## config.mk

```make
export PLATFORM = sky130hd
export DESIGN_NAME = cp437_utf8_transcoder_unit
export DESIGN_NICKNAME = d
export VERILOG_FILES = /design/src/rtl/c437_pkg.sv /design/src/rtl/c437_front.sv /design/src/rtl/c437_queue.sv /design/src/rtl/c437_back.sv /design/src/rtl/cp437_utf8_transcoder_unit.sv
export SDC_FILE = /design/constraint.sdc
export NUM_CORES = 1
export LEC_CHECK = 0
export BUFFER_PORTS_ARGS = -buffer_cell sky130_fd_sc_hd__buf_2
export CAP_MARGIN = 10
export CORE_MARGIN = 3
export CORE_UTILIZATION = 40
export CTS_CLUSTER_SIZE = 10
export DETAILED_ROUTE_END_ITERATION = 6
export SYNTH_ARGS = -nofsm -noshare
export SYNTH_HDL_FRONTEND = slang
export SYNTH_SLANG_ARGS = --single-unit
export TNS_END_PERCENT = 5
```

## constraint.sdc

```tcl
create_clock -name aclk -period 12.1 [get_ports aclk]
set_input_delay 0.605 -clock aclk [delete_from_list [all_inputs] [get_ports aclk]]
set_output_delay 0.605 -clock aclk [all_outputs]
set_load 0.05 [all_outputs]
```

## src/rtl/c437_pkg.sv

```systemverilog
// ----------------------------------------------------------------------------
// c437_pkg
// Shared types, register indexes and code page 437 code point tables.
// ----------------------------------------------------------------------------
package c437_pkg;

    localparam logic [1:0] REG_DIRECTION = 2'd0;
    localparam logic [1:0] REG_LINE_STEP = 2'd1;
    localparam logic [1:0] REG_STRIP     = 2'd2;

    localparam logic [7:0] CH_SPACE   = 8'h20;
    localparam logic [7:0] CH_NL      = 8'h0A;
    localparam logic [7:0] CH_ZERO    = 8'h30;
    localparam logic [7:0] CH_NINE    = 8'h39;
    localparam logic [7:0] CH_HOUSE   = 8'h7F;
    localparam logic [15:0] CP_HOUSE  = 16'h2302;

    // Work descriptor passed from front to back.
    typedef struct packed {
        logic [7:0]  byte0;
        logic [7:0]  byte1;
        logic [7:0]  byte2;
        logic [1:0]  nbytes;   // count minus one
        logic        number;   // emit line number prefix first
        logic [31:0] count;    // line number value
    } c437_work_t;

    function automatic logic [15:0] hi_cp(input logic [6:0] i);
        logic [15:0] r;
        begin
            case (i)
                7'd0: r = 16'h00C7; 7'd1: r = 16'h00FC; 7'd2: r = 16'h00E9; 7'd3: r = 16'h00E2;
                7'd4: r = 16'h00E4; 7'd5: r = 16'h00E0; 7'd6: r = 16'h00E5; 7'd7: r = 16'h00E7;
                7'd8: r = 16'h00EA; 7'd9: r = 16'h00EB; 7'd10: r = 16'h00E8; 7'd11: r = 16'h00EF;
                7'd12: r = 16'h00EE; 7'd13: r = 16'h00EC; 7'd14: r = 16'h00C4; 7'd15: r = 16'h00C5;
                7'd16: r = 16'h00C9; 7'd17: r = 16'h00E6; 7'd18: r = 16'h00C6; 7'd19: r = 16'h00F4;
                7'd20: r = 16'h00F6; 7'd21: r = 16'h00F2; 7'd22: r = 16'h00FB; 7'd23: r = 16'h00F9;
                7'd24: r = 16'h00FF; 7'd25: r = 16'h00D6; 7'd26: r = 16'h00DC; 7'd27: r = 16'h00A2;
                7'd28: r = 16'h00A3; 7'd29: r = 16'h00A5; 7'd30: r = 16'h20A7; 7'd31: r = 16'h0192;
                7'd32: r = 16'h00E1; 7'd33: r = 16'h00ED; 7'd34: r = 16'h00F3; 7'd35: r = 16'h00FA;
                7'd36: r = 16'h00F1; 7'd37: r = 16'h00D1; 7'd38: r = 16'h00AA; 7'd39: r = 16'h00BA;
                7'd40: r = 16'h00BF; 7'd41: r = 16'h2310; 7'd42: r = 16'h00AC; 7'd43: r = 16'h00BD;
                7'd44: r = 16'h00BC; 7'd45: r = 16'h00A1; 7'd46: r = 16'h00AB; 7'd47: r = 16'h00BB;
                7'd48: r = 16'h2591; 7'd49: r = 16'h2592; 7'd50: r = 16'h2593; 7'd51: r = 16'h2502;
                7'd52: r = 16'h2524; 7'd53: r = 16'h2561; 7'd54: r = 16'h2562; 7'd55: r = 16'h2556;
                7'd56: r = 16'h2555; 7'd57: r = 16'h2563; 7'd58: r = 16'h2551; 7'd59: r = 16'h2557;
                7'd60: r = 16'h255D; 7'd61: r = 16'h255C; 7'd62: r = 16'h255B; 7'd63: r = 16'h2510;
                7'd64: r = 16'h2514; 7'd65: r = 16'h2534; 7'd66: r = 16'h252C; 7'd67: r = 16'h251C;
                7'd68: r = 16'h2500; 7'd69: r = 16'h253C; 7'd70: r = 16'h255E; 7'd71: r = 16'h255F;
                7'd72: r = 16'h255A; 7'd73: r = 16'h2554; 7'd74: r = 16'h2569; 7'd75: r = 16'h2566;
                7'd76: r = 16'h2560; 7'd77: r = 16'h2550; 7'd78: r = 16'h256C; 7'd79: r = 16'h2567;
                7'd80: r = 16'h2568; 7'd81: r = 16'h2564; 7'd82: r = 16'h2565; 7'd83: r = 16'h2559;
                7'd84: r = 16'h2558; 7'd85: r = 16'h2552; 7'd86: r = 16'h2553; 7'd87: r = 16'h256B;
                7'd88: r = 16'h256A; 7'd89: r = 16'h2518; 7'd90: r = 16'h250C; 7'd91: r = 16'h2588;
                7'd92: r = 16'h2584; 7'd93: r = 16'h258C; 7'd94: r = 16'h2590; 7'd95: r = 16'h2580;
                7'd96: r = 16'h03B1; 7'd97: r = 16'h00DF; 7'd98: r = 16'h0393; 7'd99: r = 16'h03C0;
                7'd100: r = 16'h03A3; 7'd101: r = 16'h03C3; 7'd102: r = 16'h00B5; 7'd103: r = 16'h03C4;
                7'd104: r = 16'h03A6; 7'd105: r = 16'h0398; 7'd106: r = 16'h03A9; 7'd107: r = 16'h03B4;
                7'd108: r = 16'h221E; 7'd109: r = 16'h03C6; 7'd110: r = 16'h03B5; 7'd111: r = 16'h2229;
                7'd112: r = 16'h2261; 7'd113: r = 16'h00B1; 7'd114: r = 16'h2265; 7'd115: r = 16'h2264;
                7'd116: r = 16'h2320; 7'd117: r = 16'h2321; 7'd118: r = 16'h00F7; 7'd119: r = 16'h2248;
                7'd120: r = 16'h00B0; 7'd121: r = 16'h2219; 7'd122: r = 16'h00B7; 7'd123: r = 16'h221A;
                7'd124: r = 16'h207F; 7'd125: r = 16'h00B2; 7'd126: r = 16'h25A0;
                default: r = 16'h00A0;
            endcase
            return r;
        end
    endfunction

    function automatic logic [15:0] byte_to_cp(input logic [7:0] b);
        logic [15:0] r;
        begin
            if (b < CH_HOUSE) r = {8'h00, b};
            else if (b == CH_HOUSE) r = CP_HOUSE;
            else r = hi_cp(b[6:0]);
            return r;
        end
    endfunction

    function automatic logic [7:0] alias_byte(input logic [20:0] cp);
        logic [7:0] r;
        begin
            case (cp)
                21'h03B2: r = 8'd225;
                21'h2211: r = 8'd228;
                21'h03BC: r = 8'd230;
                21'h2126: r = 8'd234;
                21'h00F0, 21'h2202: r = 8'd235;
                21'h2205, 21'h03D5, 21'h2300, 21'h00F8: r = 8'd237;
                21'h2208, 21'h20AC: r = 8'd238;
                default: r = CH_SPACE;
            endcase
            return r;
        end
    endfunction

    function automatic logic [7:0] cp_to_byte(input logic [20:0] cp, input logic ok);
        logic [7:0] r;
        logic       hit;
        begin
            r = CH_SPACE;
            hit = 1'b0;
            if (!ok) begin
                r = CH_SPACE;
            end else if (cp < 21'h7F) begin
                r = cp[7:0];
            end else if (cp == {5'd0, CP_HOUSE}) begin
                r = CH_HOUSE;
            end else begin
                for (int i = 0; i < 128; i++) begin
                    if (!hit && cp == {5'd0, hi_cp(7'(i))}) begin
                        r = 8'(128 + i);
                        hit = 1'b1;
                    end
                end
                if (!hit) r = alias_byte(cp);
            end
            return r;
        end
    endfunction

endpackage

```

## src/rtl/c437_front.sv

```systemverilog
// ----------------------------------------------------------------------------
// c437_front
// Accepts input bytes, gathers UTF-8 sequences, tracks line state and emits
// one work descriptor per byte that produces output.
// ----------------------------------------------------------------------------
module c437_front import c437_pkg::*; #(
    parameter int LINE_COUNTER_BITS = 32
) (
    input  logic       aclk,
    input  logic       aresetn,
    input  logic       cfg_we,
    input  logic [1:0] cfg_index,
    input  logic [15:0] cfg_data,
    input  logic       s_valid,
    output logic       s_ready,
    input  logic [7:0] s_in_byte,
    output logic       w_valid,
    input  logic       w_ready,
    output c437_work_t w_data
);

    localparam logic [LINE_COUNTER_BITS-1:0] CNT_MAX = '1;

    logic        dir_reg;
    logic [15:0] step_reg;
    logic        strip_reg;
    logic [7:0]  seq0_reg, seq1_reg, seq2_reg;
    logic [1:0]  cnt_reg;
    logic        start_reg;
    logic [LINE_COUNTER_BITS-1:0] line_reg;

    logic        accept;
    logic [7:0]  b0, b1, b2, b3;
    logic [2:0]  n;
    logic        ok;
    logic [20:0] cp;
    logic        emit;
    c437_work_t  work;
    logic        start_next;
    logic [LINE_COUNTER_BITS:0] sum;
    logic [15:0] cp437;

    assign s_ready = w_ready;
    assign accept  = s_valid && s_ready;
    assign cp437   = byte_to_cp(s_in_byte);
    assign sum     = {1'b0, line_reg} + (LINE_COUNTER_BITS+1)'(step_reg);

    always_comb begin
        logic [2:0] need;
        need = 3'd0;
        b0 = (cnt_reg == 2'd0) ? s_in_byte : seq0_reg;
        b1 = (cnt_reg == 2'd1) ? s_in_byte : seq1_reg;
        b2 = (cnt_reg == 2'd2) ? s_in_byte : seq2_reg;
        b3 = s_in_byte;
        n  = {1'b0, cnt_reg} + 3'd1;
        ok = 1'b0;
        cp = 21'd0;
        if (b0 < 8'h80) begin
            cp = {13'd0, b0};
            ok = (n == 3'd1);
        end else begin
            if (b0 inside {[8'hC2:8'hDF]}) need = 3'd2;
            else if (b0 inside {[8'hE0:8'hEF]}) need = 3'd3;
            else if (b0 inside {[8'hF0:8'hF4]}) need = 3'd4;
            if (need != 3'd0 && n == need) begin
                ok = 1'b1;
                if (b1[7:6] != 2'b10) ok = 1'b0;
                if (need > 3'd2 && b2[7:6] != 2'b10) ok = 1'b0;
                if (need > 3'd3 && b3[7:6] != 2'b10) ok = 1'b0;
                if (b0 == 8'hE0 && b1 < 8'hA0) ok = 1'b0;
                if (b0 == 8'hED && b1 > 8'h9F) ok = 1'b0;
                if (b0 == 8'hF0 && b1 < 8'h90) ok = 1'b0;
                if (b0 == 8'hF4 && b1 > 8'h8F) ok = 1'b0;
                case (need)
                    3'd2: cp = {10'd0, b0[4:0], b1[5:0]};
                    3'd3: cp = {5'd0, b0[3:0], b1[5:0], b2[5:0]};
                    default: cp = {b0[2:0], b1[5:0], b2[5:0], b3[5:0]};
                endcase
            end
        end
    end

    always_comb begin
        work       = '0;
        work.count = 32'(line_reg);
        emit       = 1'b0;
        start_next = start_reg;
        if (dir_reg) begin
            if (ok || n == 3'd4) begin
                emit        = 1'b1;
                work.byte0  = cp_to_byte(cp, ok);
                work.nbytes = 2'd0;
                work.number = (step_reg != 16'd0) && start_reg;
                start_next  = ok && cp == 21'd10;
            end
        end else begin
            if (strip_reg && start_reg && cp437 >= 16'h30 && cp437 <= 16'h39) begin
                emit = 1'b0;
            end else if (strip_reg && start_reg && cp437 == 16'h20) begin
                start_next = 1'b0;
            end else begin
                emit       = 1'b1;
                start_next = (cp437 == 16'd10);
                if (cp437 < 16'h80) begin
                    work.byte0 = cp437[7:0];
                    work.nbytes = 2'd0;
                end else if (cp437 < 16'h800) begin
                    work.byte0 = {3'b110, cp437[10:6]};
                    work.byte1 = {2'b10, cp437[5:0]};
                    work.nbytes = 2'd1;
                end else begin
                    work.byte0 = {4'b1110, cp437[15:12]};
                    work.byte1 = {2'b10, cp437[11:6]};
                    work.byte2 = {2'b10, cp437[5:0]};
                    work.nbytes = 2'd2;
                end
            end
        end
    end

    always_ff @(posedge aclk) begin
        if (!aresetn) begin
            dir_reg   <= 1'b0;
            step_reg  <= 16'd0;
            strip_reg <= 1'b0;
            cnt_reg   <= 2'd0;
            start_reg <= 1'b1;
            line_reg  <= '0;
            w_valid   <= 1'b0;
        end else begin
            if (!cfg_we && accept && emit) w_valid <= 1'b1;
            else if (w_ready) w_valid <= 1'b0;
            if (cfg_we) begin
                case (cfg_index)
                    REG_DIRECTION: begin
                        dir_reg <= cfg_data[0];
                        cnt_reg <= 2'd0;
                    end
                    REG_LINE_STEP: begin
                        step_reg <= cfg_data;
                        if ({16'd0, cfg_data} > 32'(CNT_MAX)) line_reg <= CNT_MAX;
                        else line_reg <= LINE_COUNTER_BITS'(cfg_data);
                    end
                    REG_STRIP: strip_reg <= cfg_data[0];
                    default: ;
                endcase
            end else if (accept) begin
                start_reg <= start_next;
                if (dir_reg) begin
                    if (emit) cnt_reg <= 2'd0;
                    else begin
                        cnt_reg <= n[1:0];
                        case (cnt_reg)
                            2'd0: seq0_reg <= s_in_byte;
                            2'd1: seq1_reg <= s_in_byte;
                            default: seq2_reg <= s_in_byte;
                        endcase
                    end
                    if (work.number) begin
                        if (sum[LINE_COUNTER_BITS]) line_reg <= CNT_MAX;
                        else line_reg <= sum[LINE_COUNTER_BITS-1:0];
                    end
                end
                if (emit) w_data <= work;
            end
        end
    end

endmodule

```

## src/rtl/c437_queue.sv

```systemverilog
// ----------------------------------------------------------------------------
// c437_queue
// Small FIFO of work descriptors between front and back.
// ----------------------------------------------------------------------------
module c437_queue import c437_pkg::*; #(
    parameter int DEPTH = 4
) (
    input  logic       aclk,
    input  logic       aresetn,
    input  logic       in_valid,
    output logic       in_ready,
    input  c437_work_t in_data,
    output logic       out_valid,
    input  logic       out_ready,
    output c437_work_t out_data
);

    localparam int AW = $clog2(DEPTH);

    c437_work_t      mem_reg [DEPTH];
    logic [AW-1:0]   wr_reg, rd_reg;
    logic [AW:0]     fill_reg;
    logic            push, pop;

    assign in_ready  = fill_reg != (AW+1)'(DEPTH);
    assign out_valid = fill_reg != '0;
    assign out_data  = mem_reg[rd_reg];
    assign push      = in_valid && in_ready;
    assign pop       = out_valid && out_ready;

    always_ff @(posedge aclk) begin
        if (!aresetn) begin
            wr_reg   <= '0;
            rd_reg   <= '0;
            fill_reg <= '0;
        end else begin
            if (push) begin
                mem_reg[wr_reg] <= in_data;
                wr_reg <= (wr_reg == AW'(DEPTH-1)) ? '0 : wr_reg + 1'b1;
            end
            if (pop) rd_reg <= (rd_reg == AW'(DEPTH-1)) ? '0 : rd_reg + 1'b1;
            fill_reg <= fill_reg + (AW+1)'(push) - (AW+1)'(pop);
        end
    end

endmodule

```

## src/rtl/c437_back.sv

```systemverilog
// ----------------------------------------------------------------------------
// c437_back
// Expands a work descriptor into output beats: optional decimal line number
// (one digit per cycle while the output is free, through a double-dabble
// converter) and a space, then the character bytes.
// ----------------------------------------------------------------------------
module c437_back import c437_pkg::*; (
    input  logic       aclk,
    input  logic       aresetn,
    input  logic       w_valid,
    output logic       w_ready,
    input  c437_work_t w_data,
    output logic       m_valid,
    input  logic       m_ready,
    output logic [7:0] m_out_byte,
    output logic       m_last_of_run
);

    typedef enum logic [2:0] {
        ST_IDLE, ST_CONV, ST_DIGIT, ST_SPACE, ST_CHAR
    } state_t;

    state_t      state_reg;
    c437_work_t  work_reg;
    logic [31:0] bin_reg;
    logic [39:0] bcd_reg;
    logic [5:0]  shift_reg;
    logic [3:0]  dig_reg;
    logic [1:0]  idx_reg;
    logic        out_free;
    logic [39:0] bcd_adj;
    logic [3:0]  top_dig;
    logic        beat_go;

    assign out_free = !m_valid || m_ready;
    assign w_ready  = (state_reg == ST_IDLE);
    assign beat_go  = out_free && (state_reg inside {ST_DIGIT, ST_SPACE, ST_CHAR});

    always_comb begin
        for (int i = 0; i < 10; i++) begin
            bcd_adj[i*4 +: 4] = (bcd_reg[i*4 +: 4] >= 4'd5) ?
                bcd_reg[i*4 +: 4] + 4'd3 : bcd_reg[i*4 +: 4];
        end
    end

    always_comb begin
        top_dig = 4'd0;
        for (int i = 1; i < 10; i++) begin
            if (bcd_reg[i*4 +: 4] != 4'd0) top_dig = 4'(i);
        end
    end

    always_ff @(posedge aclk) begin
        if (!aresetn) begin
            state_reg <= ST_IDLE;
            m_valid   <= 1'b0;
        end else begin
            if (beat_go) m_valid <= 1'b1;
            else if (m_ready) m_valid <= 1'b0;
            case (state_reg)
                ST_IDLE: begin
                    if (w_valid) begin
                        work_reg <= w_data;
                        idx_reg  <= 2'd0;
                        if (w_data.number) begin
                            bin_reg   <= w_data.count;
                            bcd_reg   <= '0;
                            shift_reg <= 6'd32;
                            state_reg <= ST_CONV;
                        end else begin
                            state_reg <= ST_CHAR;
                        end
                    end
                end
                ST_CONV: begin
                    if (shift_reg == 6'd0) begin
                        dig_reg   <= top_dig;
                        state_reg <= ST_DIGIT;
                    end else begin
                        bcd_reg   <= {bcd_adj[38:0], bin_reg[31]};
                        bin_reg   <= {bin_reg[30:0], 1'b0};
                        shift_reg <= shift_reg - 6'd1;
                    end
                end
                ST_DIGIT: begin
                    if (out_free) begin
                        m_out_byte    <= CH_ZERO + {4'd0, bcd_reg[dig_reg*4 +: 4]};
                        m_last_of_run <= 1'b0;
                        if (dig_reg == 4'd0) state_reg <= ST_SPACE;
                        else dig_reg <= dig_reg - 4'd1;
                    end
                end
                ST_SPACE: begin
                    if (out_free) begin
                        m_out_byte    <= CH_SPACE;
                        m_last_of_run <= 1'b0;
                        state_reg     <= ST_CHAR;
                    end
                end
                ST_CHAR: begin
                    if (out_free) begin
                        m_last_of_run <= (idx_reg == work_reg.nbytes);
                        case (idx_reg)
                            2'd0: m_out_byte <= work_reg.byte0;
                            2'd1: m_out_byte <= work_reg.byte1;
                            default: m_out_byte <= work_reg.byte2;
                        endcase
                        if (idx_reg == work_reg.nbytes) state_reg <= ST_IDLE;
                        else idx_reg <= idx_reg + 2'd1;
                    end
                end
                default: state_reg <= ST_IDLE;
            endcase
        end
    end

endmodule

```

## src/rtl/cp437_utf8_transcoder_unit.sv

```systemverilog
// ----------------------------------------------------------------------------
// cp437_utf8_transcoder_unit
// Code page 437 / UTF-8 byte-stream transcoder.
// ----------------------------------------------------------------------------
// Input bytes arrive on s_valid/s_ready/s_in_byte; output beats leave on
// m_valid/m_ready/m_out_byte with m_last_of_run on the final beat caused by
// one input byte. Registers (0 direction, 1 line step, 2 strip numbers) are
// written through cfg_we/cfg_index/cfg_data; the user must write them only
// while the block is idle, which the block does not enforce. The front
// stage takes one byte per cycle while the queue has room and places a
// descriptor into a four-entry queue; the back stage sends at most one
// output beat per cycle. For a plain character the back stage takes its
// descriptor, then sends its bytes (one to three); a numbered line start
// adds binary-to-decimal conversion, the digits and the space. A plain
// character passes the front's descriptor register and the queue before
// its first beat. Reset clears the queue, restores all registers to zero
// and marks line start. When the receiver stalls, the back stage holds its
// beat, the queue fills, and s_ready drops once the queue is full.
// ----------------------------------------------------------------------------
module cp437_utf8_transcoder_unit import c437_pkg::*; #(
    parameter int LINE_COUNTER_BITS = 32
) (
    input  logic        aclk,
    input  logic        aresetn,
    input  logic        cfg_we,
    input  logic [1:0]  cfg_index,
    input  logic [15:0] cfg_data,
    input  logic        s_valid,
    output logic        s_ready,
    input  logic [7:0]  s_in_byte,
    output logic        m_valid,
    input  logic        m_ready,
    output logic [7:0]  m_out_byte,
    output logic        m_last_of_run
);

    logic       fw_valid, fw_ready, qb_valid, qb_ready;
    c437_work_t fw_data, qb_data;

    c437_front #(.LINE_COUNTER_BITS(LINE_COUNTER_BITS)) u_front (
        .aclk, .aresetn, .cfg_we, .cfg_index, .cfg_data,
        .s_valid, .s_ready, .s_in_byte,
        .w_valid(fw_valid), .w_ready(fw_ready), .w_data(fw_data)
    );

    c437_queue #(.DEPTH(4)) u_queue (
        .aclk, .aresetn,
        .in_valid(fw_valid), .in_ready(fw_ready), .in_data(fw_data),
        .out_valid(qb_valid), .out_ready(qb_ready), .out_data(qb_data)
    );

    c437_back u_back (
        .aclk, .aresetn,
        .w_valid(qb_valid), .w_ready(qb_ready), .w_data(qb_data),
        .m_valid, .m_ready, .m_out_byte, .m_last_of_run
    );

endmodule

```

Word-level counts from Yosys, hierarchy flattened
Memory sizes are Yosys's and may differ from the RTL's. A register that Yosys moved wholly into a read port is not among the register bits.
Cells that the tools add are included.
Storage, ports and cells
  input port bits: 31
  memories kept: 2
  bits in read-only memories: 1536
  bits in registers: 267
  RAM bits: 236
Operators by class
  $lt $le $gt $ge: 29
  add/sub/neg operators: 20
  shifts and indexed selects: 1
  multiplexer cells: 1661
  bitwise operators: 3
  equality and inequality tests: 186
  reductions and logical operators: 331
Memories
  (no name shown): depth 128, width 12, read ports 1, clocked after memory_dff 0, write ports 0, line c437_pkg.sv:31  | case (i)
  u_queue.mem_reg: depth 4, width 59, read ports 1, clocked after memory_dff 1, write ports 1, line c437_queue.sv:20  | c437_work_t mem_reg [DEPTH];
Operators with widths (count)
  $mux W16: 643
  $eq A21 B16 Y1: 128
  $mux W8: 142
  $mux W1: 797
  $mux W32: 9
  $eq A21 B14 Y1 const B: 8
  $logic_and A1 B1 Y1: 149
  $logic_not A1 Y1: 129
  $mux W40: 3
  $pmux W40 S2: 1
  $pmux W32 S2: 1
  $eq A21 B10 Y1 const B: 3
  $mux W4: 14
  $pmux W8 S7: 1
  $mux W26: 2
  $mux W3: 17
  $eq A21 B8 Y1 const B: 2
  $mux W21: 2
  $pmux W21 S2: 1
  $ge A4 B3 Y1 const B: 10
  $shiftx A40 B7 Y4: 1
  $add A4 B2 Y4 const B: 9
  $reduce_bool A4 Y1: 9
  $mux W2: 17
  62 further kinds: 133

Depth between registers and ports, before layout
Gate-level depths: netlist (run 1).
  depth in word-level cells: 1050
  depth in mapped cells: 20
  gate-level depth less buffers: 17

Modules after synthesis
A second synthesis (run 1) with hierarchy kept.
Second synthesis, totals
  cells, all modules: 2410
  area, all modules: 27443.8 µm²
By module, submodules not included
  c437_front: times used 1, cells each 1484, area an instance 12034.0 µm²
  c437_queue: times used 1, cells each 360, area an instance 9026.2 µm²
  c437_back: times used 1, cells each 566, area an instance 6383.6 µm²

Worst setup path after synthesis (run 1)
No wires, ideal clock.
  kind: register to register
  from: reg u_back.state_reg[2]
  to: reg u_back.bcd_reg[0], enable pin
  data required time: 11.461 ns
  period minus slack after synthesis: 7.534 ns
  path slack: 4.566 ns
  setup time: 0.639 ns
  arrival: 6.896 ns
  cell stages (with the launch flop): 5
  path through: dfxtp_1 -> nand2b_1 -> nor2_1 -> o31ai_1 -> a221oi_1
Between the ends
  word-level cells in the longest chain between the ends: 3
  elaborated cells between the ends (all ways): 7
  those cells by class: eq/ne: 4; reduce/logical: 3
Ends and longest elaborated chain
  from (decl): line c437_back.sv:23  | state_t state_reg;
  from (signal assigned): line c437_back.sv:55  | state_reg <= ST_IDLE;
  from (signal assigned): line c437_back.sv:69  | state_reg <= ST_CONV;
  from (signal assigned): line c437_back.sv:71  | state_reg <= ST_CHAR;
  $eq A3 B1 Y1 / $logic_not A3 Y1 (equally long branches): line c437_back.sv:60  | case (state_reg)
  $ne A2 B2 Y1 (no line) (tied with other cells)
  $reduce_and A5 Y1 (no line) *
  to (signal assigned): line c437_back.sv:80  | bcd_reg <= {bcd_adj[38:0], bin_reg[31]};
  to (decl): line c437_back.sv:26  | logic [39:0] bcd_reg;
Every way passes the cells marked *; elsewhere a longest branch is shown, timed or not.
A chain may end at the register's enable or synchronous reset.

==> summary by stage, run 1 <==
Floorplanning
The core region is 66100 µm². The floorplan step set the die height to 265 µm. Once the floorplan was initialized, standard cells occupied 40.6% of the core. Pin placement for this block handled 42 I/O pins. The die extent in x is 265 µm.

After floorplanning, the core was divided into 94 placement rows. The die covers 70300 µm².

Pwr
The leakage power summed over all cells is 9.99 nW. Combinational cells account for 23.9% of the total power. The net load switching power is 1.51 mW. The power share of the clock group is 31.1%. Across the VDD grid, the largest voltage drop is 0.126 mV. After layout, the design draws a total of 4.93 mW. Net switching is 30.5% of the power. For this design the ratio of total power to cell area is 166 nW/µm². Per report_power, the sequential group accounts for 45.0% of the total. The internal power of the cells totals 3.43 mW.

STA
Setup total negative slack on the finished layout was measured at 0 ns. The maximum clock rate is 144 MHz. Setup violations remaining at the end of the flow were counted as 0. Setup repair after global routing left no endpoint under its margin. The clock period minus final worst setup slack is 6.94 ns. The number of pins exceeding their max-slew limit in the final report was 0.

The share of the clock period used by the worst path after layout is 57.4%. The number of hold violations in the final report is 0. In this run the tightest slew margin relative to its limit is 21.2%. For the pin with the worst max-slew slack, the measured transition is 1.18 ns.

Across all setup checks in the final design, the least slack found is 5.16 ns. The clock skew is 0.0173 ns.

Logic synthesis
The count of synthesis-stage warnings from yosys is 0. Synthesis produced a netlist whose cell count is 2425. The biggest area contributor in the post-synthesis netlist is edfxtp_1.

The synthesized area per cell is 11.1 µm². The synthesized design contains 420 enable-type register cells. The synthesized design devotes to its leading area cell type 47.0% of total area. In this run, synthesis produced a sequential element count of 487. After synthesis, the cell types taking the most area are edfxtp_1 (47%), mux4_2 (6.2%), dfxtp_1 (5.0%). The fraction of the yosys area taken by sequential cells is 52.0%. The number of unique standard cell types used by synthesis is 114. The async set-or-reset flop fraction in the synthesized netlist is 0%. The post-synth design cell area is 26900 µm². The synthesized net count is 2526. The most used flip-flop cell after synthesis is edfxtp_1.

Place
The number of placed instances with taps included is 3243. The worst slack at placement is 5.31 ns. At the end of routability-driven placement, the weighted congestion stood at 1.03. The number of buffers added on ports is 41.

Detailed placement finished with a half-perimeter wire length of 60200 µm.

CTS
The number of cells upsized or downsized after cts is 0. The number of buffers on the longest clock path is 3. The clock latency on the worst-skew pair is 0.60 ns. The clock tree from TritonCTS is done. Clock tree synthesis inserted a total of 56 buffers. The cts-stage hold buffer count is 0. After clock tree synthesis, the clock-pin slew on the worst setup and hold paths is 0.06 ns. The H-tree was split into 2 levels. Clock tree synthesis selected as its root buffer the cell clkbuf_16. Post-CTS timing repair inserted 0 buffers for setup. For this design, the sink count on the clock tree is 487.

Min path
The worst hold path begins at cfg_data[10]. In this run the worst hold path is classified as input port to register. The count of cells along the worst hold path is 3. The worst hold path terminates at u_front.step_reg[10].

Critical path
In this run the worst path has a maximum fanout of 31. Setup slack on the worst reg-to-reg path comes out at 5.16 ns. The worst register-to-register path has a depth of 17. The critical path in this run is classified as register to register.

The kind of launch point of the worst setup path is a register. The capture instance of the worst register-to-register path is u_front.w_data[58]. At the worst endpoint, the required time is 12.44 ns. Data arrives at the worst endpoint at 7.29 ns. The worst reg2reg path startpoint is u_front.cnt_reg[0]. STA classifies the critical path endpoint as a register.

Drt
The initial detailed-routing violation count is 2411. Once detail routing completed, the nets flagged for antenna violations numbered 0. The detailed router placed 21000 vias in this run. The first detailed-routing pass ran for 5 iterations. The detailed-route wire length per cell is 25.7 µm. The wire length after detailed routing is 85800 µm. In the routed layout, each cell is associated on average with a via count of 6.27. The DRC violation count after routing is 0.

Run
Across the run, the number of max-cap violations was 0.

Global route
The first-pass GRT wire length is 130000 µm. The overall track demand over capacity in global routing is 24.0%. The initial antenna violation count came to 1. The maximum number of pins on one net before global-route repair is 108. The number of global-route vias before repair is 20400. The overflow left after global routing is 0.

Layout
The flip-flop count of the largest register after layout is 224. The number of standard cells in the final layout excluding fillers is 3344. At the end of the flow, the number of nets in the layout was 2539. The area added between synthesis and finish is 10.4%. The number of antenna repair diodes is 0. Cells with a size suffix above 1 make up 13.2% of the layout.

Outcome
The run finished with clean final reports.
-- cells by family after synthesis --
| group | count (synthesis) | share of synthesized area (%) |
|---|---|---|
| compound gates | 618 | 16.3 |
| simple gates | 888 | 16.1 |
| buf+inv | 206 | 3.11 |
| mux | 114 | 7.83 |
| fa+ha+maj | 70 | 3.32 |
| flops | 487 | 52.0 |
| xor+xnor | 42 | 1.37 |
-- cell usage in the layout (no fill, tap or decap), drive strengths merged, types with 14 or more instances in the layout --
cell and instances:
nor4 28, a211oi 27, a22oi 14, mux2i 23, nand3 79, mux4 74, a31oi 29, nand2b 38
nor2b 18, a221oi 21, nand4 30, a21o 19, o221ai 14, o21ai 126, o211ai 29, and2 15
mux2 17, inv 72, a21oi 142, nor2 230, nand2 273, xor2 19, edfxtp 420, buf 82
ha 68, xnor2 23, clkbuf 95, and3 22, o22ai 26, nor3 88, dfxtp 67, a32oi 14
-- layer usage --
| layer | share of wire, % | track usage [%] | wire, µm | up-vias |
|---|---|---|---|---|
| li1 | - | - | - | 9405 |
| met3 | 6.8 | 4.12 | 5850 | 224 |
| met2 | 44 | 36.6 | 37800 | 943 |
| met5 | 0 | 0 | 0 | - |
| met1 | 44 | 33.8 | 38000 | 10400 |
| met4 | 4.8 | 10.8 | 4160 | 0 |
-- power groups by stage --
stage / sequential, mW / clock, mW / combinational, mW
finish: 2.22 / 1.53 / 1.18
global route: 2.24 / 1.65 / 1.31
CTS: 2.22 / 1.58 / 1.19
detailed placement: 2.25 / 0 / 1.19
global placement: 2.25 / 0 / 1.17
floorplan: 2.23 / 0 / 0.895
-- critical path: stages, from the launching register on --
cell and delay, ns:
dfxtp_1 0.35, inv_1 0.16, ha_1 0.17, buf_4 0.36, mux2i_2 0.50, inv_2 0.19, a22o_1 0.30, o21ai_2 0.23
o2111a_1 0.72, nor2_1 0.15, a21oi_1 0.94, nor2_1 0.42, a311oi_1 0.57, o2111ai_1 0.25, nor4_1 0.51, nand4_2 0.26
or3_1 0.42, a21o_1 0.16
-- how the worst max path moves through the flow --
stage | startpoint | end | slack, ns | depth (start not counted)
2_1_floorplan | u_back.state_reg[2] | u_back.bcd_reg[0] | 4.57 | 4
3_3_place_gp | s_in_byte[2] | u_front.w_data[51] | 5.36 | 16
3_5_place_dp | s_in_byte[4] | u_front.w_data[58] | 5.31 | 15
4_1_cts | u_front.cnt_reg[0] | u_front.w_data[58] | 5.35 | 17
5_1_grt | u_front.cnt_reg[0] | u_front.w_data[52] | 4.91 | 17
6_report | u_front.cnt_reg[0] | u_front.w_data[58] | 5.16 | 17
-- stage by stage --
| step | hold WS (ns) | instance area (µm²) | util (%) |
|---|---|---|---|
| 4_1_cts | 0.212 | 29600 | 44.8 |
| 3_3_place_gp | 0.456 | 28000 | 42.3 |
| 3_5_place_dp | 0.468 | 28000 | 42.3 |
| 6_report | 0.255 | 29600 | 44.9 |
| 5_1_grt | 0.247 | 29600 | 44.9 |
| 2_1_floorplan | 0.406 | 26900 | - |
-- cell usage after synthesis, types with 9 or more instances --
cell	count
o21a_1	9
nor3_1	86
a21o_1	19
edfxtp_1	420
a211oi_1	24
buf_2	14
dfxtp_1	67
nor2b_1	18
nor2_1	229
mux2i_1	19
a32oi_1	11
buf_1	22
nor3b_1	9
or3_1	9
a2111oi_0	10
a31oi_1	28
o21ai_0	113
o221ai_1	14
a21oi_1	137
o22ai_1	26
xnor2_1	23
xor2_1	19
nand4_1	25
a221oi_1	19
nand2b_1	38
nand3_1	77
ha_1	68
clkbuf_1	86
mux2_2	17
nand2_1	272
o211ai_1	29
a22o_1	10
a22oi_1	14
and2_1	15
o32ai_1	10
mux4_2	74
and3_1	22
nor4_1	25
or2_2	9
inv_1	68
o2111ai_1	12
-- cell type report --
cell class	count	area (µm²)
Clock buffer	94	1580
Clock inverter	6	86.3
Fill cell	6142	36400
Inverter	78	293
Multi-Input combinational cell	1732	12100
Sequential cell	487	14000
Tap cell	864	1080
Timing Repair Buffer	83	520
(Power assumes the default switching activity.)
==> run 2: changes to the inputs <==
Settings changed: ABC_AREA set to 1.
Clock period 12.1 ns to 6.7 ns, I/O delays scaled along.
==> run 2 against run 1 <==
Net effect:
- the run now ends with setup timing left
- die area up 1.4%
- worst setup slack worse by 6.8 ns
- area after synthesis up 1.4%
- global-route usage down 1.8 points
- via count up 15%
- register-to-register slack worse by 6.8 ns
- critical endpoint is now u_front.w_data[57]
- largest cell class unchanged
==> summary by stage, run 2 <==
Outcome
The flow ran to the end, but the final reports show violations. The checks that failed: setup timing.

Layout
The fraction of final layout cells with drive strength greater than 1 is 13.9% (+0.67 points). The number of fill cells is 6462 (+5.2%). The leading cell type in the layout, fill and taps excluded is nor2_1.

The cell area after layout is 32000 µm² (+8.1%). The number of antenna repair diodes came to 0 (unchanged). From synthesis to final layout, the design area changed by 17.7%. The number of nets in the finished design was 3531 (+39%). The fraction of the core area covered by cells at the end of the flow came to 47.6% (+2.8 points). The library cells used most frequently in the layout, excluding fill and tap cells, are nor2_1 (583), edfxtp_1 (420), nand2_1 (416), o21ai_0 (304), inv_1 (298). The flip-flop count of the largest register after layout is 224 (unchanged).

Drt
The length of the first detailed-routing pass in iterations is 6 (+1). The via total after detailed routing was 24000 (+15%). The initial detailed-routing violation count is 2112 (-12%). The wire length after detailed routing is 80200 µm (-6.5%). The detailed-route wire length per cell is 18.4 µm (-28%). The number of vias per cell after detailed routing is 5.52 (-12%). The count of antenna-violating nets left after detailed routing was 0 (unchanged). The DRC violation count after routing came to 0 (unchanged).

Critical path
The signal arrival time at the worst endpoint is 8.63 ns (+1.34 ns). The delay of the slowest critical-path stage is 0.34 ns (-0.60 ns). The required time of the critical path is 7.03 ns (-5.41 ns). The kind of end point of the critical path is a register. In this design, the largest share of critical-path delay is due to simple AND/OR/NAND/NOR gates.

Counting stages on the worst path, the most repeated cell is nand4_1. The kind of launch point of the worst setup path is a register. The buffer and inverter count on the worst path is 4 (+1). The slowest stage of the critical path is the dfxtp_1 cell. The largest fanout of any net on the critical path is 7 (-77%). The critical path start-end classification is register to register.

Floorplanning
The die extent in x was 267 µm (+0.68%). The boundary pin count is 42 (unchanged). The standard cell core area was 67300 µm² (+1.8%). The effective utilization at floorplan was 40.5% (-0.15 points). The floorplan die height is 267 µm (+0.68%). The count of standard-cell rows came to 95 (+1.1%). The die outline area is 71200 µm² (+1.4%).

Global route
The maximum number of pins on one net before global-route repair came to 105 (-2.8%). The overall track demand over capacity in global routing is 22.2% (-1.8 points). The number of global-route vias before repair came to 22900 (+12%). The initial antenna violation count was 0 (-1).

The first-pass GRT wire length is 126000 µm (-2.7%). The overflow left after global routing came to 0 (unchanged).

Pwr
The largest voltage drop on the vdd net is 0.296 mV (+140%). The power share of the clock group is 31.9% (+0.8 points). The part of the power in registers came to 45.1% (about the same). The fraction of power spent switching nets is 31.7% (+1.2 points). The net load switching power is 2.76 mW (+83%). The power density over cell area came to 272 nW/µm² (+63%). The internal portion of total power is 5.95 mW (+73%). The leakage power summed over all cells came to 12.3 nW (+23%). The combinational cell fraction of total power came to 23.0% (-0.9 points).

Place
The number of buffers added on ports was 41 (unchanged). The placed wire-length estimate is 54700 µm (-9.2%). The worst slack at placement is -1.85 ns (-7.16 ns). The placer congestion estimate is 1.00 (-3.1%). The cell area after placement is 30100 µm² (+7.5%).

Logic synthesis
The count of synthesis-stage warnings from yosys was 0 (unchanged). The largest total area in the synthesized netlist belongs to edfxtp_1. The async set-or-reset flop fraction in the synthesized netlist is 0% (unchanged). The synthesized area per cell is 8.53 µm² (-23%). The portion of synthesized cell area occupied by the leading cell type is 46.3% (-0.65 points).

The most common cell in the synthesized netlist is nor2_1. The number of synthesized register bits is 487 (unchanged). The synthesized net count was 3292 (+30%). The number of unique standard cell types used by synthesis is 60 (-47%). The post-synth design cell area is 27200 µm² (+1.4%). The number of standard cells after synthesis is 3191 (+32%). Sorting the synthesized cells by area gives the leading types as edfxtp_1 (46%), nor2_1 (8.1%), nand2_1 (5.8%). The count of flip-flops with a built-in enable after synthesis is 420 (unchanged). The fraction of the yosys area taken by sequential cells is 51.2% (-0.72 points).

Sorting the synthesized cells by how often they occur yields nor2_1 (591), edfxtp_1 (420), nand2_1 (420), o21ai_0 (305), inv_1 (302). The most used flip-flop cell after synthesis is edfxtp_1.

CTS
The clock latency on the worst-skew pair came to 0.62 ns (+0.02 ns). The clock slew seen by the registers of the worst setup and hold paths is 0.05 ns (about the same). TritonCTS built the clock tree. The buffer cell driving the clock tree root is clkbuf_16. The clock sink total is 487 (unchanged).

The CTS buffer count is 56 (unchanged). The number of H-tree levels came to 2 (unchanged). The number of buffers on the longest clock path is 3 (unchanged).

STA
The relative slew slack was 21.8% (+0.59 points). The transition at the pin with the smallest max-transition slack is 1.16 ns (-0.0179 ns). The share of the clock period used by the worst path after layout came to 124% (+67 points). The final worst slack is -1.60 ns (-6.76 ns).

Setup repair after global routing could not meet its margin everywhere. The clock skew was 0.0445 ns (+0.0272 ns). The number of failing setup endpoints in the final timing report is 7 (+7).

The number of pins exceeding their max-slew limit in the final report is 0 (unchanged). The clock period minus final worst setup slack was 8.30 ns (+1.36 ns). The number of hold violations in the final report is 0 (unchanged). The maximum clock rate is 120 MHz (-16%).

Run
The count of maximum capacitance violations is 0 (unchanged).

Min path
The worst hold path belongs to the class input port to register.
run 2: what timing repair did:
item	4_1_cts	5_1_grt
pin swaps	7	3
hold endpoints to repair	13	0
resized for setup	28	7
hold buffers	12	0
cloned	1	0
buffers inserted	3	0
setup endpoints to repair	7	7
run 2: path summary, 6_finish.rpt:
| check | start | to | slack [ns] | cells past startpoint |
|---|---|---|---|---|
| max | u_front.cnt_reg[1] | u_front.w_data[57] | -1.60 | 83 |
| min | cfg_data[15] | u_front.step_reg[15] | 0.04 | 3 |
| max reg2reg | u_front.cnt_reg[1] | u_front.w_data[57] | -1.60 | 83 |
| min reg2reg | u_front.line_reg[14] | u_front.w_data[14] | 0.47 | 0 |
run 2: area by class of cell:
type / instances / area, µm² / share of cell area, %
Inverter: 328 / 1240 / 3.86
Clock buffer: 98 / 1600 / 4.99
Tap cell: 873 / 1090 / 3.41
Sequential cell: 487 / 14000 / 43.6
Clock inverter: 7 / 76.3 / 0.238
Multi-Input combinational cell: 2228 / 11600 / 36.3
Timing Repair Buffer: 329 / 2440 / 7.61
run 2: stage by stage:
| stage | setup TNS, ns | hold slack [ns] | total power [mW] | cells |
|---|---|---|---|---|
| floorplan | -1.53 | 0.424 | 5.34 | 3191 |
| global placement | -5.93 | 0.454 | 5.95 | 4229 |
| detailed placement | -6.08 | 0.461 | 5.98 | 4229 |
| CTS | -3.72 | 0.00526 | 8.78 | 4350 |
| global route | -10.29 | 0.0180 | 9.21 | 4350 |
| finish | -4.02 | 0.0398 | 8.70 | 4350 |
run 2: power by group through the flow:
stage,clock network [mW],logic [mW],registers (mW)
2_1_floorplan,0,1.38,3.97
3_3_place_gp,0,1.97,3.98
3_5_place_dp,0,1.99,3.98
4_1_cts,2.85,2.01,3.92
5_1_grt,2.98,2.27,3.96
6_report,2.78,2.00,3.92
run 2: routing by layer:
layer  GRT usage, %  wire length, µm  vias to the layer above
li1               -                -                    11700
met1           30.6            35400                    11300
met2           35.9            36600                      854
met3           3.68             5750                      180
met4           7.29             2500                        0
met5              0                0                        -
run 2: kinds of logic after synthesis:
logic type | after synthesis | share of synthesized area, %
AOI/OAI and AO/OA | 639 | 13.4
xor gates and xnor gates | 34 | 1.09
adders and majority gates | 70 | 3.27
buffers and inverters | 477 | 6.76
DFF | 487 | 51.2
muxes | 1 | 0.0413
and+or+nand+nor | 1483 | 24.2
run 2: worst register-to-register path: cells and delay by family, from the launching register on:
family / cells / cell delay (ns)
AOI/OAI and AO/OA: 3 / 0.31
adders and majority gates: 1 / 0.18
buffers and inverters: 4 / 0.50
DFF: 1 / 0.34
and+or+nand+nor: 75 / 6.77
